File: config.mk
export PLATFORM = sky130hd
export DESIGN_NAME = ggvc_cell
export DESIGN_NICKNAME = d
export VERILOG_FILES = /design/src/rtl/ggvc_pkg.sv /design/src/rtl/ggvc_cell.sv
export SDC_FILE = /design/constraint.sdc
export NUM_CORES = 1
export LEC_CHECK = 0
export ABC_AREA = 0
export BUFFER_PORTS_ARGS = -buffer_cell sky130_fd_sc_hd__clkbuf_2
export CAP_MARGIN = 20
export CORE_MARGIN = 8
export CORE_UTILIZATION = 57
export DETAILED_ROUTE_END_ITERATION = 16
export PLACE_DENSITY = 0.94
export SLEW_MARGIN = 30
export SYNTH_ARGS = -nofsm -noshare
export SYNTH_HDL_FRONTEND = slang
export SYNTH_SLANG_ARGS = --single-unit
File: constraint.sdc
create_clock -name clk -period 1.4 [get_ports clk]
set_input_delay 0.35 -clock clk [delete_from_list [all_inputs] [get_ports clk]]
set_output_delay 0.35 -clock clk [all_outputs]
set_load 0.1 [all_outputs]
File: src/rtl/ggvc_pkg.sv
// Shared types, constants and the CORDIC arctangent table for the
// go-to-goal velocity controller. No dependencies.
`default_nettype none
package ggvc_pkg;

    // pipeline shape
    localparam int CORDIC_STAGES_DEF = 16;
    localparam int SQRT_STEPS        = 32;

    // angle constants
    localparam logic [15:0]        TWO_PI_Q13 = 16'd51472;
    localparam logic signed [18:0] PI_Q13_S   = 19'sd25736;
    localparam logic signed [18:0] TWO_PI_S   = 19'sd51472;
    localparam logic signed [34:0] PI_Q30     = 35'sd3373259426;

    // register indexes
    localparam logic [2:0] REG_DIST_GAIN = 3'd0;
    localparam logic [2:0] REG_LIN_LIM   = 3'd1;
    localparam logic [2:0] REG_ANG_GAIN  = 3'd2;
    localparam logic [2:0] REG_ANG_LIM   = 3'd3;
    localparam logic [2:0] REG_ARRIVE    = 3'd4;
    localparam logic [2:0] REG_ALIGN     = 3'd5;

    typedef struct packed {
        logic [15:0] distance_gain;
        logic [14:0] linear_limit;
        logic [15:0] angle_gain;
        logic [14:0] angular_limit;
        logic [30:0] arrive_tolerance;
        logic [14:0] align_tolerance;
        logic [61:0] arrive_tol_sq;
    } cfg_t;

    // word travelling along the cell chain
    typedef struct packed {
        logic               valid;
        logic               op;
        logic               zero;
        logic               goal_rch;
        logic               far;
        logic [15:0]        hd;
        logic signed [35:0] x;
        logic signed [35:0] y;
        logic signed [34:0] z;
        logic [63:0]        v;
        logic [63:0]        res;
    } cell_t;

    // floor(atan(2^-i) * 2^30)
    function automatic logic signed [34:0] atan_q30(input logic [4:0] i);
        logic signed [34:0] r;
        case (i)
            5'd0:    r = 35'sd843314856;
            5'd1:    r = 35'sd497837829;
            5'd2:    r = 35'sd263043836;
            5'd3:    r = 35'sd133525158;
            5'd4:    r = 35'sd67021686;
            5'd5:    r = 35'sd33543515;
            5'd6:    r = 35'sd16775850;
            5'd7:    r = 35'sd8388437;
            5'd8:    r = 35'sd4194282;
            5'd9:    r = 35'sd2097149;
            5'd10:   r = 35'sd1048575;
            5'd11:   r = 35'sd524287;
            5'd12:   r = 35'sd262143;
            5'd13:   r = 35'sd131071;
            5'd14:   r = 35'sd65535;
            5'd15:   r = 35'sd32767;
            5'd16:   r = 35'sd16383;
            5'd17:   r = 35'sd8191;
            5'd18:   r = 35'sd4095;
            5'd19:   r = 35'sd2047;
            5'd20:   r = 35'sd1023;
            5'd21:   r = 35'sd511;
            5'd22:   r = 35'sd255;
            5'd23:   r = 35'sd127;
            5'd24:   r = 35'sd63;
            5'd25:   r = 35'sd31;
            5'd26:   r = 35'sd15;
            5'd27:   r = 35'sd7;
            5'd28:   r = 35'sd3;
            5'd29:   r = 35'sd1;
            default: r = 35'sd0;
        endcase
        return r;
    endfunction

endpackage
`default_nettype wire

File: src/rtl/ggvc_cell.sv
// One cell of the chain: one CORDIC vectoring step (only when STAGE < CORDIC_STAGES) and one square root step.
// Depends on ggvc_pkg.
`default_nettype none
module ggvc_cell #(
    parameter int STAGE         = 0,
    parameter int CORDIC_STAGES = ggvc_pkg::CORDIC_STAGES_DEF
) (
    input  wire logic            clk,
    input  wire logic            rst_n,
    input  wire logic            en,
    input  wire ggvc_pkg::cell_t din,
    output ggvc_pkg::cell_t      dout
);
    import ggvc_pkg::*;

    localparam logic [63:0] SQ_BIT = 64'd1 << (62 - 2 * STAGE);

    cell_t              word_next;
    cell_t              word_reg;
    logic signed [35:0] xs;
    logic signed [35:0] ys;
    logic [63:0]        trial;

    // rotate toward the x axis and refine one root bit
    always_comb
    begin
        word_next = din;
        xs        = din.x >>> STAGE;
        ys        = din.y >>> STAGE;
        trial     = din.res + SQ_BIT;
        if (STAGE < CORDIC_STAGES)
        begin
            if (!din.y[35])
            begin
                word_next.x = din.x + ys;
                word_next.y = din.y - xs;
                word_next.z = din.z + atan_q30(5'(STAGE));
            end
            else
            begin
                word_next.x = din.x - ys;
                word_next.y = din.y + xs;
                word_next.z = din.z - atan_q30(5'(STAGE));
            end
        end
        if (din.v >= trial)
        begin
            word_next.v   = din.v - trial;
            word_next.res = (din.res >> 1) + SQ_BIT;
        end
        else
        begin
            word_next.res = din.res >> 1;
        end
    end

    // hand the word on
    always_ff @(posedge clk or negedge rst_n)
    begin
        if (!rst_n)
        begin
            word_reg.valid <= 1'b0;
        end
        else if (en)
        begin
            word_reg <= word_next;
        end
    end

    assign dout = word_reg;

endmodule
`default_nettype wire

==> results of run 1 <==
==> synth_stat cells (19+ instances only) <==
cell type / instances
edfxtp_1: 254
a21oi_1: 245
ha_1: 200
inv_1: 194
nand2_1: 178
o21ai_0: 175
nor2_1: 142
xnor2_1: 119
o21bai_1: 61
a21o_1: 59
clkbuf_1: 58
nand4_1: 37
xor2_1: 37
nor3_1: 35
nand3_1: 34
a31oi_1: 29
a211oi_1: 20
nand2b_1: 20
o21a_1: 19
==> cell families after synthesis <==
family                   synth area share, %
buffers and inverters                  5.806
multiplexers                           1.130
AO/OA/AOI/OAI                          23.01
XOR/XNOR                               6.817
flip-flops                             38.18
AND/OR/NAND/NOR                        12.07
adder cells (fa/ha/maj)                12.98
==> through the flow <==
step	cell area [sq um]	TNS, ps	hold WS [ps]	utilization [%]
floorplan	20790	-488810	54.41	-
global placement	32840	-236820	132.4	94.85
detailed placement	32840	-282840	142.9	94.85
==> results.md, run 1 <==
* Post-Syn Instances at 2,183
* I/O pins at 515
* CTS buffer count at 30
* CTS resizes at 696
* Root Buffer: clkbuf_16
* Seq/Total Area, Yosys at 38.18%
* CTS Hold Bufs at 55
* Post-Syn Area per Cell at 9.181 sq um
* Status: stopped before the end
* Yosys reg bits at 255
* Placed cells at 3,792
* H-tree depth at 1
* Width of the die at 203.5 um
* Ys async rst share at 0.3922%
* Post-detail-place hpwl at 95,730 um
* Pre-CTS setup slack at -2443 ps
* Yosys top cell area share at 38.05%
* Top post-synthesis cells by area: edfxtp_1, ha_1, a21oi_1
* Total clock sinks at 255
* Yosys warns at 0
* Tool error: [ERROR DPL-0038] Utilization greater than 100%, impossible to legalize
* Post-Syn Nets at 2,647
* Post-synth EDFFs at 254
* Setup repair bufs after CTS at 154
* Post-Syn Area at 20,040 sq um
* Initial Util at 57.88%
* Placement row count at 68
* Input/output buffers at 514
* Failed at: 4_1_cts
* Area leader, netlist: edfxtp_1
* Die Span Y at 203.5 um
* Clk buf depth at 3
* Gp weighted congestion at 1.083
* Unique masters post-synth at 88
* Top_reg_cell synth: edfxtp_1
==> run 2, diff against run 1 <==
--- a/config.mk
+++ b/config.mk
@@ -9,9 +9,9 @@
 export BUFFER_PORTS_ARGS = -buffer_cell sky130_fd_sc_hd__clkbuf_2
 export CAP_MARGIN = 20
 export CORE_MARGIN = 8
-export CORE_UTILIZATION = 57
+export CORE_UTILIZATION = 40
 export DETAILED_ROUTE_END_ITERATION = 16
-export PLACE_DENSITY = 0.94
+export PLACE_DENSITY_LB_ADDON = 0.15
 export SLEW_MARGIN = 30
 export SYNTH_ARGS = -nofsm -noshare
 export SYNTH_HDL_FRONTEND = slang
==> run 2 against run 1 <==
The flow now finishes, with violations (setup timing). Synthesized cell count is the same. Synthesized area is the same.
==> results.md, run 2 <==
* Fin. Hold Viols at 0
* Total clock sinks at 255 (unchanged)
* Top cell by count, worst path: buf_6
* Top post-synthesis cells by area: edfxtp_1, ha_1, a21oi_1
* Worst-path cell chain: clkbuf_16, inv_12, ha_4, fa_2, nand2b_4, a21oi_4, o21ai_4, a21boi_4, o31ai_4, a211oi_2, nor3_4, buf_6, buf_6, buf_16, buf_6, buf_12, nand2_4, o21ai_2
* Area Overhead vs Synth at 93.89%
* Min-Delay Path Class: in -> reg
* Final #Nets at 4,031
* Clk buf depth at 3 (unchanged)
* Most frequent cells in the layout: buf_4, buf_12, edfxtp_1
* Peak VDD IR at 1190 uV
* Slowest Stage Delay on Critical Path at 400 ps
* Failing checks: setup timing
* Placement row count at 82 (+21%)
* Endpoints failing setup at 413
* Post-detail-place hpwl at 68,270 um (-29%)
* CP Launch Point: din[64]
* Seq/Total Area, Yosys at 38.18% (unchanged)
* Core ar. at 49,860 sq um
* Critical Path Sink Type: flop
* DRT antenna net count at 0
* Slowest cell on the critical path: fa_2
* Status: finished, violations left
* I/O pins at 515 (unchanged)
* Via Count at 23,060
* Clock tree from TritonCTS: done
* Input/output buffers at 514 (unchanged)
* Slew @ Worst Pin at 735.5 ps
* Yosys reg bits at 255 (unchanged)
* Vias per Instance at 5.394
* Hold Path Origin: din[26]
* Hold slack at 38.45 ps
* Slew margin rel. at 50.97%
* Slack of the critical path at -1257 ps
* Area of the multi-input gates at 14,120 sq um
* Post-Syn Area per Cell at 9.181 sq um (unchanged)
* Critical path class: in -> reg
* Yosys warns at 0 (unchanged)
* Die Span Y at 239.8 um (+18%)
* CP delay by family, top: compound AO/OA/AOI/OAI gates
* Synth top cells by count: edfxtp_1, a21oi_1, ha_1, inv_1, nand2_1
* RSZ-0062 raised after global routing: true
* CP max FO at 7
* Leakage at 17.40 nW
* Post-Syn Nets at 2,647 (unchanged)
* Fillers at 3,247
* Area leader, netlist: edfxtp_1
* Initial Util at 40.20% (-18 points)
* Required @ worst endpoint at 1740 ps
* Unique masters post-synth at 88 (unchanged)
* Slew Limit Fails at 0
* Max Cap Viol at 0
* Max FFs per register at 255
* Post-Syn Instances at 2,183 (unchanged)
* Top_reg_cell synth: edfxtp_1
* Fin cells at 4,275
* Final WL at 93,220 um
* Die area at 57,530 sq um
* Ys async rst share at 0.3922% (unchanged)
* Largest net degree at the start of global routing at 50
* 1st-pass router iterations at 6
* H-tree depth at 1 (unchanged)
* Power density cells at 1032 nW/um^2
* Critical Path Source Type: input port
* Gp weighted congestion at 0.9652 (-11%)
* Most common cell after layout, fill and taps aside: buf_4
* Register area at 7652 sq um
* R2R Path Start: dout[255]
* Max Clk Rate at 376.4 MHz
* All-layer global routing usage at 29.99%
* First-pass GRT wire length at 136,200 um
* DR iter-0 viols at 1,830
* Root Buffer: clkbuf_16
* Placed cells at 4,043 (+6.6%)
* Share of cells above drive strength 1 at 52.97%
* DRC at 0
* Routed WL per cell at 21.81 um
* Tot Pwr at 40.10 mW
* Tmin final at 2657 ps
* Clock transition at path regs at 60 ps
* Worst-Skew Late Latency at 600 ps
* Via count of the first global-routing pass at 23,950
* Crit share post-route at 189.8%
* Number of antenna violations at the first check in global routing at 16
* Clock Skew at 0 ps
* Post-synth EDFFs at 254 (unchanged)
* Worst Path Arrival at 3000 ps
* Width of the die at 239.8 um (+18%)
* CTS buffer count at 31 (+3.3%)
* Cell with the most instances after synthesis: edfxtp_1
* Post-Syn Area at 20,040 sq um (unchanged)
* Remaining global-route overflow at 0
* Buffer and inverter count on the worst path at 7
* Yosys top cell area share at 38.05% (unchanged)
## run 2: final cells by class
cell class | instances | share of cell area, %
clock buffer | 41 | 2.144
timing repair buffer | 1440 | 36.90
inverter | 201 | 2.083
sequential | 255 | 19.69
clock inverter | 16 | 0.5860
timing repair inverter | 1 | 0.02254
antenna | 12 | 0.07727
multi-input combinational | 1637 | 36.33
tap | 672 | 2.164
## run 2: what timing repair did
action                     4_1_cts  5_1_grt
resized for setup              341      294
setup endpoints to repair      415      423
cloned                          16        0
hold buffers                    77        0
buffers inserted                64       33
hold endpoints to repair        77        0
pin swaps                      200      151
## run 2: worst paths after layout
path                       slack [ps]   endpoint  depth (start not counted)
hold / removal                     40   dout[25]                          2
setup reg to reg                  600  dout[255]                          1
max in group asynchronous        1200  dout[255]                          2
hold reg to reg                   590  dout[255]                          1
setup / recovery                -1260   dout[98]                         18
min in group asynchronous          90  dout[255]                          2
## run 2: cell families after synthesis
logic type | synth area share [%]
XOR/XNOR | 6.817
flip-flops | 38.18
buffers and inverters | 5.806
adder cells (fa/ha/maj) | 12.98
AND/OR/NAND/NOR | 12.07
multiplexers | 1.130
AO/OA/AOI/OAI | 23.01
## run 2: routing by layer
metal / global-route usage (%) / vias to the layer above / part of all wire (%)
met5: 0 / - / 0.070
met4: 12.94 / 10 / 4.4
met3: 5.487 / 250 / 6.7
met2: 55.50 / 994 / 52
met1: 33.24 / 11100 / 37
li1: - / 10710 / -
## run 2: per-stage QoR
step	setup slack (ps)	setup TNS, ps	util (%)	area, sq um
after floorplan	-1900	-488810	-	20790
after global placement	-2026	-253260	66.90	33360
after detailed placement	-2129	-259030	66.90	33360
after CTS	-1249	-184890	75.48	37640
after global routing	-1336	-206030	77.93	38860
final	-1257	-187950	77.94	38860
## run 2: power breakdown
part	leakage (nW)	switching, mW	internal (mW)
Sequential	2.39	0.646	9.51
Combinational	14.5	12.1	9.11
Clock	0.516	3.57	5.11
Note: power is estimated with default switching activity, not from simulation.
