### src/rtl/ggvc_pkg.sv
// Shared types, constants and the CORDIC arctangent table for the
// go-to-goal velocity controller. No dependencies.
`default_nettype none
package ggvc_pkg;

    // pipeline shape
    localparam int CORDIC_STAGES_DEF = 16;
    localparam int SQRT_STEPS        = 32;

    // angle constants
    localparam logic [15:0]        TWO_PI_Q13 = 16'd51472;
    localparam logic signed [18:0] PI_Q13_S   = 19'sd25736;
    localparam logic signed [18:0] TWO_PI_S   = 19'sd51472;
    localparam logic signed [34:0] PI_Q30     = 35'sd3373259426;

    // register indexes
    localparam logic [2:0] REG_DIST_GAIN = 3'd0;
    localparam logic [2:0] REG_LIN_LIM   = 3'd1;
    localparam logic [2:0] REG_ANG_GAIN  = 3'd2;
    localparam logic [2:0] REG_ANG_LIM   = 3'd3;
    localparam logic [2:0] REG_ARRIVE    = 3'd4;
    localparam logic [2:0] REG_ALIGN     = 3'd5;

    typedef struct packed {
        logic [15:0] distance_gain;
        logic [14:0] linear_limit;
        logic [15:0] angle_gain;
        logic [14:0] angular_limit;
        logic [30:0] arrive_tolerance;
        logic [14:0] align_tolerance;
        logic [61:0] arrive_tol_sq;
    } cfg_t;

    // word travelling along the cell chain
    typedef struct packed {
        logic               valid;
        logic               op;
        logic               zero;
        logic               goal_rch;
        logic               far;
        logic [15:0]        hd;
        logic signed [35:0] x;
        logic signed [35:0] y;
        logic signed [34:0] z;
        logic [63:0]        v;
        logic [63:0]        res;
    } cell_t;

    // floor(atan(2^-i) * 2^30)
    function automatic logic signed [34:0] atan_q30(input logic [4:0] i);
        logic signed [34:0] r;
        case (i)
            5'd0:    r = 35'sd843314856;
            5'd1:    r = 35'sd497837829;
            5'd2:    r = 35'sd263043836;
            5'd3:    r = 35'sd133525158;
            5'd4:    r = 35'sd67021686;
            5'd5:    r = 35'sd33543515;
            5'd6:    r = 35'sd16775850;
            5'd7:    r = 35'sd8388437;
            5'd8:    r = 35'sd4194282;
            5'd9:    r = 35'sd2097149;
            5'd10:   r = 35'sd1048575;
            5'd11:   r = 35'sd524287;
            5'd12:   r = 35'sd262143;
            5'd13:   r = 35'sd131071;
            5'd14:   r = 35'sd65535;
            5'd15:   r = 35'sd32767;
            5'd16:   r = 35'sd16383;
            5'd17:   r = 35'sd8191;
            5'd18:   r = 35'sd4095;
            5'd19:   r = 35'sd2047;
            5'd20:   r = 35'sd1023;
            5'd21:   r = 35'sd511;
            5'd22:   r = 35'sd255;
            5'd23:   r = 35'sd127;
            5'd24:   r = 35'sd63;
            5'd25:   r = 35'sd31;
            5'd26:   r = 35'sd15;
            5'd27:   r = 35'sd7;
            5'd28:   r = 35'sd3;
            5'd29:   r = 35'sd1;
            default: r = 35'sd0;
        endcase
        return r;
    endfunction

endpackage
`default_nettype wire

### src/rtl/ggvc_regs.sv
// APB register file for the controller gains, limits and tolerances.
// Depends on ggvc_pkg.
`default_nettype none
module ggvc_regs (
    input  wire logic         clk,
    input  wire logic         rst_n,
    input  wire logic         psel,
    input  wire logic         penable,
    input  wire logic         pwrite,
    input  wire logic [4:0]   paddr,
    input  wire logic [31:0]  pwdata,
    output logic [31:0]       prdata,
    output logic              pready,
    output ggvc_pkg::cfg_t    cfg
);
    import ggvc_pkg::*;

    cfg_t       cfg_reg;
    logic       wr;
    logic [2:0] idx;

    assign pready = 1'b1;
    assign wr     = psel & penable & pwrite;
    assign idx    = paddr[4:2];
    assign cfg    = cfg_reg;

    // write registers, keep tolerance square up to date
    always_ff @(posedge clk or negedge rst_n)
    begin
        if (!rst_n)
        begin
            cfg_reg.distance_gain    <= 16'd2048;
            cfg_reg.linear_limit     <= 15'd819;
            cfg_reg.angle_gain       <= 16'd10240;
            cfg_reg.angular_limit    <= 15'd4096;
            cfg_reg.arrive_tolerance <= 31'd6554;
            cfg_reg.align_tolerance  <= 15'd410;
            cfg_reg.arrive_tol_sq    <= 62'd42954916;
        end
        else
        begin
            cfg_reg.arrive_tol_sq <= 62'(cfg_reg.arrive_tolerance) *
                                     62'(cfg_reg.arrive_tolerance);
            if (wr)
            begin
                unique case (idx)
                    REG_DIST_GAIN: cfg_reg.distance_gain    <= pwdata[15:0];
                    REG_LIN_LIM:   cfg_reg.linear_limit     <= pwdata[14:0];
                    REG_ANG_GAIN:  cfg_reg.angle_gain       <= pwdata[15:0];
                    REG_ANG_LIM:   cfg_reg.angular_limit    <= pwdata[14:0];
                    REG_ARRIVE:    cfg_reg.arrive_tolerance <= pwdata[30:0];
                    REG_ALIGN:     cfg_reg.align_tolerance  <= pwdata[14:0];
                    default:       ;
                endcase
            end
        end
    end

    // read back
    always_comb
    begin
        unique case (idx)
            REG_DIST_GAIN: prdata = 32'(cfg_reg.distance_gain);
            REG_LIN_LIM:   prdata = 32'(cfg_reg.linear_limit);
            REG_ANG_GAIN:  prdata = 32'(cfg_reg.angle_gain);
            REG_ANG_LIM:   prdata = 32'(cfg_reg.angular_limit);
            REG_ARRIVE:    prdata = 32'(cfg_reg.arrive_tolerance);
            REG_ALIGN:     prdata = 32'(cfg_reg.align_tolerance);
            default:       prdata = 32'd0;
        endcase
    end

endmodule
`default_nettype wire

### config.mk
export PLATFORM = sky130hd
export DESIGN_NAME = ggvc_regs
export DESIGN_NICKNAME = d
export VERILOG_FILES = /design/src/rtl/ggvc_pkg.sv /design/src/rtl/ggvc_regs.sv
export SDC_FILE = /design/constraint.sdc
export NUM_CORES = 2
export LEC_CHECK = 0
export ABC_AREA = 1
export BUFFER_PORTS_ARGS = -buffer_cell sky130_fd_sc_hd__buf_2
export CAP_MARGIN = 20
export CORE_UTILIZATION = 30
export DETAILED_ROUTE_END_ITERATION = 8
export SLEW_MARGIN = 0
export SYNTH_ARGS = -nofsm -noshare
export SYNTH_HDL_FRONTEND = slang
export SYNTH_SLANG_ARGS = --single-unit
### constraint.sdc
create_clock -name clk -period 21.3 [get_ports clk]
set_input_delay 3.195 -clock clk [delete_from_list [all_inputs] [get_ports clk]]
set_output_delay 3.195 -clock clk [all_outputs]
set_load 0.05 [all_outputs]
==> metrics.txt <==
# TYPE chip_impl_metric gauge
chip_impl_info{name="status",value="complete, no violations"} 1
chip_impl_metric{name="syn_avg_cell_area",unit="um^2"} 8.12
chip_impl_metric{name="finalWirelength",unit="um"} 104000
chip_impl_info{name="synth_largest_area_cell",value="sky130_fd_sc_hd__fa_1"} 1
chip_impl_metric{name="rrSetupSlack",unit="ns"} 13.45
chip_impl_info{name="worstReg2RegEnd",value="cfg[35]"} 1
chip_impl_info{name="worstReg2RegStart",value="cfg[85]"} 1
chip_impl_info{name="synthFlopType",value="sky130_fd_sc_hd__dfrtp_1"} 1
chip_impl_metric{name="grt_antenna_before_repair",unit=""} 1
chip_impl_metric{name="number_of_enable_flip_flop_cells_after_synthesis",unit=""} 0
chip_impl_info{name="yosysMostFrequentCell",value="sky130_fd_sc_hd__inv_1"} 1
chip_impl_metric{name="core_area",unit="mm^2"} 0.117
chip_impl_metric{name="yosysSeqAreaShare",unit="%"} 12.0
chip_impl_metric{name="clk_pin_slew_worst_paths",unit="ns"} 0.08
chip_impl_info{name="hold_path.startpoint",value="cfg[144]"} 1
chip_impl_metric{name="portBuffers",unit=""} 238
chip_impl_metric{name="cp_data_arrival_time",unit="ns"} 5.28
chip_impl_metric{name="avgViaCountPerCell",unit=""} 4.47
chip_impl_info{name="synth_common_cells",value="1411 x sky130_fd_sc_hd__inv_1, 1128 x sky130_fd_sc_hd__nand2_1, 748 x sky130_fd_sc_hd__fa_1"} 1
chip_impl_info{name="grt_setup_unrepaired",value="false"} 1
chip_impl_info{name="cp-start-kind",value="primary input"} 1
chip_impl_metric{name="wire_length_of_the_first_global_routing_pass",unit="um"} 165000
chip_impl_metric{name="cts_inserted_buffers",unit=""} 17
chip_impl_metric{name="flow.area_growth_from_synthesis",unit="%"} 9.83
chip_impl_metric{name="maximum_number_of_pins_on_one_net_before_global_route_repair",unit=""} 108
chip_impl_metric{name="clock_latency",unit="ns"} 0.56
chip_impl_metric{name="drt-wirelength-per-cell",unit="um"} 17.2
chip_impl_metric{name="drt_first_pass_iters",unit=""} 5
chip_impl_metric{name="pre_cts_ws",unit="ns"} 12.83
chip_impl_metric{name="first_global_vias",unit=""} 28993
chip_impl_metric{name="dieArea",unit="mm^2"} 0.120
chip_impl_metric{name="synth-warning-count",unit=""} 0
chip_impl_metric{name="die_y",unit="um"} 346
chip_impl_metric{name="dr_total_vias",unit=""} 27178
chip_impl_metric{name="final_layout_size_suffix_gt1_share",unit="%"} 8.00
chip_impl_metric{name="dp.final_hpwl",unit="um"} 83900
chip_impl_metric{name="clock_skew",unit="ns"} 0.0373
chip_impl_metric{name="number_of_sinks_on_the_clock_net",unit=""} 169
chip_impl_metric{name="fin_area",unit="mm^2"} 0.0390
chip_impl_metric{name="synth_cells",unit=""} 4373
chip_impl_metric{name="final_max_slew_viol_count",unit=""} 0
chip_impl_metric{name="max_capacitance_violation_count",unit=""} 0
chip_impl_info{name="yosys-top-cells-area",value="sky130_fd_sc_hd__fa_1 42%, sky130_fd_sc_hd__inv_1 15%, sky130_fd_sc_hd__nand2_1 12%, sky130_fd_sc_hd__dfrtp_1 9.5%, sky130_fd_sc_hd__ha_1 9.5%"} 1
chip_impl_metric{name="cts_repair_resize_count",unit=""} 0
chip_impl_metric{name="fin_nets",unit=""} 5598
chip_impl_metric{name="grt_remaining_overflow",unit=""} 0
chip_impl_info{name="critPathCaptureType",value="output pin"} 1
chip_impl_metric{name="worst-endpoint-required",unit="ns"} 18.11
chip_impl_metric{name="period_share",unit="%"} 39.8
chip_impl_info{name="tritoncts",value="built"} 1
chip_impl_metric{name="worstRegToRegCells",unit=""} 23
chip_impl_metric{name="gr-usage-all-layers",unit="%"} 18.1
chip_impl_metric{name="synth_top_area_share",unit="%"} 42.2
chip_impl_info{name="cts_root_buffer",value="sky130_fd_sc_hd__clkbuf_16"} 1
chip_impl_info{name="min_path_type",value="register to register"} 1
chip_impl_metric{name="largest_reg_flops",unit=""} 169
chip_impl_metric{name="finalHoldViolCount",unit=""} 0
chip_impl_metric{name="fmax",unit="GHz"} 0.118
chip_impl_metric{name="drt_drc_violations_left",unit=""} 0
chip_impl_metric{name="total_negative_setup_slacks",unit="ns"} 0
chip_impl_metric{name="post_cts.repair.setup_buffers",unit=""} 0
chip_impl_metric{name="synth.ff_latch_count",unit=""} 169
chip_impl_metric{name="antennaDiodeCount",unit=""} 0
chip_impl_metric{name="setup_viol",unit=""} 0
chip_impl_metric{name="total_of_hold_buffers_inserted_after_clock_tree_synthesis",unit=""} 0
chip_impl_metric{name="postLayoutSetupSlackWorst",unit="ns"} 12.83
chip_impl_metric{name="timing.slew.headroom",unit="%"} 28.5
chip_impl_metric{name="cp_max_fo",unit=""} 16
chip_impl_metric{name="drt.antenna.violating_nets",unit=""} 0
chip_impl_info{name="hold-path-endpoint",value="cfg[144]"} 1
chip_impl_metric{name="starting_density_of_the_core",unit="%"} 30.4
chip_impl_metric{name="placed_cell_area",unit="mm^2"} 0.0384
chip_impl_metric{name="detailedRoute.firstIterationViolations",unit=""} 1525
chip_impl_metric{name="tightest_slew",unit="ns"} 1.07
chip_impl_metric{name="width_of_the_chip",unit="um"} 346
chip_impl_metric{name="fin_crit",unit="ns"} 8.47
chip_impl_info{name="worst-setup-path-type",value="primary input to output pin"} 1
chip_impl_metric{name="max-clock-path-buffers",unit=""} 2
chip_impl_metric{name="netlist_area",unit="mm^2"} 0.0355
chip_impl_metric{name="postSynth.asyncResetShare",unit="%"} 100
chip_impl_metric{name="placement_rows",unit=""} 125
chip_impl_metric{name="worstHoldPathCells",unit=""} 2
chip_impl_metric{name="floorplan.io_pins",unit=""} 245
chip_impl_metric{name="gp_routability_congestion",unit=""} 0.909
chip_impl_metric{name="distinct_cell_type_count_of_the_synthesized_netlist",unit=""} 38
chip_impl_metric{name="htreeDepth",unit=""} 4
worst max-delay path: stages:
cell and delay, ns:
sky130_fd_sc_hd__buf_2 0.12, sky130_fd_sc_hd__inv_1 0.13, sky130_fd_sc_hd__nand3_1 0.70, sky130_fd_sc_hd__o22ai_1 0.67, sky130_fd_sc_hd__a221oi_1 0.10, sky130_fd_sc_hd__nand3_1 0.10, sky130_fd_sc_hd__buf_2 0.27
cell type report:
class                   count  area (um^2)
fillers                 12236        77800
clock buffers              17          425
multi-input cells        2665        25500
well taps                1524         1910
flip-flops and latches    169         4270
inverters                1414         5310
clock inverters            15          178
repair buffers            271         1470
per-stage QoR:
| stage | utilization [%] | hold slack, ns | cells |
|---|---|---|---|
| 2_1_floorplan | - | 0.607 | 4374 |
| 3_3_place_gp | 32.9 | 0.487 | 6042 |
| 3_5_place_dp | 32.9 | 0.492 | 6042 |
| 4_1_cts | 33.4 | 0.505 | 6074 |
| 5_1_grt | 33.4 | 0.518 | 6075 |
| 6_report | 33.4 | 0.505 | 6075 |
logic make-up after synthesis:
group                      Yosys count  synth area share, %
and+or+nand+nor                   1387                 15.3
xor gates and xnor gates            57                 1.41
DFF                                169                 12.0
muxes                                1               0.0317
AOI/OAI and AO/OA                  199                 3.19
buffers and inverters             1540                 16.3
other                                2               0.0211
adders and majority gates         1018                 51.7
routing by layer:
layer	GRT usage (%)	share of wire (%)	wire length [um]
met4	5.21	2.5	2570
met5	0	0	0
met2	31.4	50	52200
met3	2.86	5.0	5240
met1	23.3	43	44500
cell usage in the layout, fill, tap and decap left out, types with 2 or more instances in the layout:
cell | Yosys | final
sky130_fd_sc_hd__and3_1 | 2 | 2
sky130_fd_sc_hd__or2_2 | 4 | 4
sky130_fd_sc_hd__clkbuf_16 | 0 | 17
sky130_fd_sc_hd__o21bai_1 | 10 | 10
sky130_fd_sc_hd__nor2_1 | 142 | 141
sky130_fd_sc_hd__and2_1 | 5 | 5
sky130_fd_sc_hd__nand3_1 | 63 | 63
sky130_fd_sc_hd__xor2_1 | 40 | 40
sky130_fd_sc_hd__inv_1 | 1411 | 1411
sky130_fd_sc_hd__inv_6 | 0 | 3
sky130_fd_sc_hd__nor2_2 | 7 | 7
sky130_fd_sc_hd__o211ai_1 | 4 | 4
sky130_fd_sc_hd__nand2_2 | 2 | 3
sky130_fd_sc_hd__nand4_1 | 16 | 16
sky130_fd_sc_hd__a221oi_1 | 17 | 17
sky130_fd_sc_hd__inv_2 | 3 | 3
sky130_fd_sc_hd__inv_8 | 0 | 3
sky130_fd_sc_hd__nand3b_1 | 2 | 2
sky130_fd_sc_hd__o22ai_1 | 9 | 9
sky130_fd_sc_hd__o2111ai_1 | 4 | 4
sky130_fd_sc_hd__fa_1 | 748 | 748
sky130_fd_sc_hd__a21oi_1 | 51 | 51
sky130_fd_sc_hd__conb_1 | 2 | 3
sky130_fd_sc_hd__clkinv_8 | 0 | 5
sky130_fd_sc_hd__dfstp_2 | 34 | 34
sky130_fd_sc_hd__ha_1 | 270 | 270
sky130_fd_sc_hd__xnor2_1 | 17 | 17
sky130_fd_sc_hd__a31o_2 | 2 | 2
sky130_fd_sc_hd__o21ai_1 | 11 | 11
sky130_fd_sc_hd__dfrtp_1 | 135 | 135
sky130_fd_sc_hd__nor3_1 | 10 | 10
sky130_fd_sc_hd__nand2_1 | 1128 | 1127
sky130_fd_sc_hd__buf_4 | 3 | 32
sky130_fd_sc_hd__nor2_4 | 1 | 2
sky130_fd_sc_hd__o21ai_0 | 90 | 90
sky130_fd_sc_hd__nor3_2 | 4 | 4
sky130_fd_sc_hd__buf_2 | 12 | 237
how the worst max path moves through the flow:
| stage | start | endpoint | slack [ns] | depth (start not counted) |
|---|---|---|---|---|
| after global placement | paddr[3] | prdata[13] | 12.82 | 7 |
| after floorplan | paddr[3] | prdata[0] | 13.62 | 4 |
| after detailed placement | paddr[3] | prdata[13] | 12.83 | 7 |
| after global routing | paddr[3] | prdata[13] | 12.68 | 7 |
| final | paddr[3] | prdata[4] | 12.83 | 7 |
| after CTS | paddr[3] | prdata[13] | 12.84 | 7 |
Power is left out: the tool's default activity adds up to more than one toggle a clock period on the data nets, which glitch-free logic cannot reach.
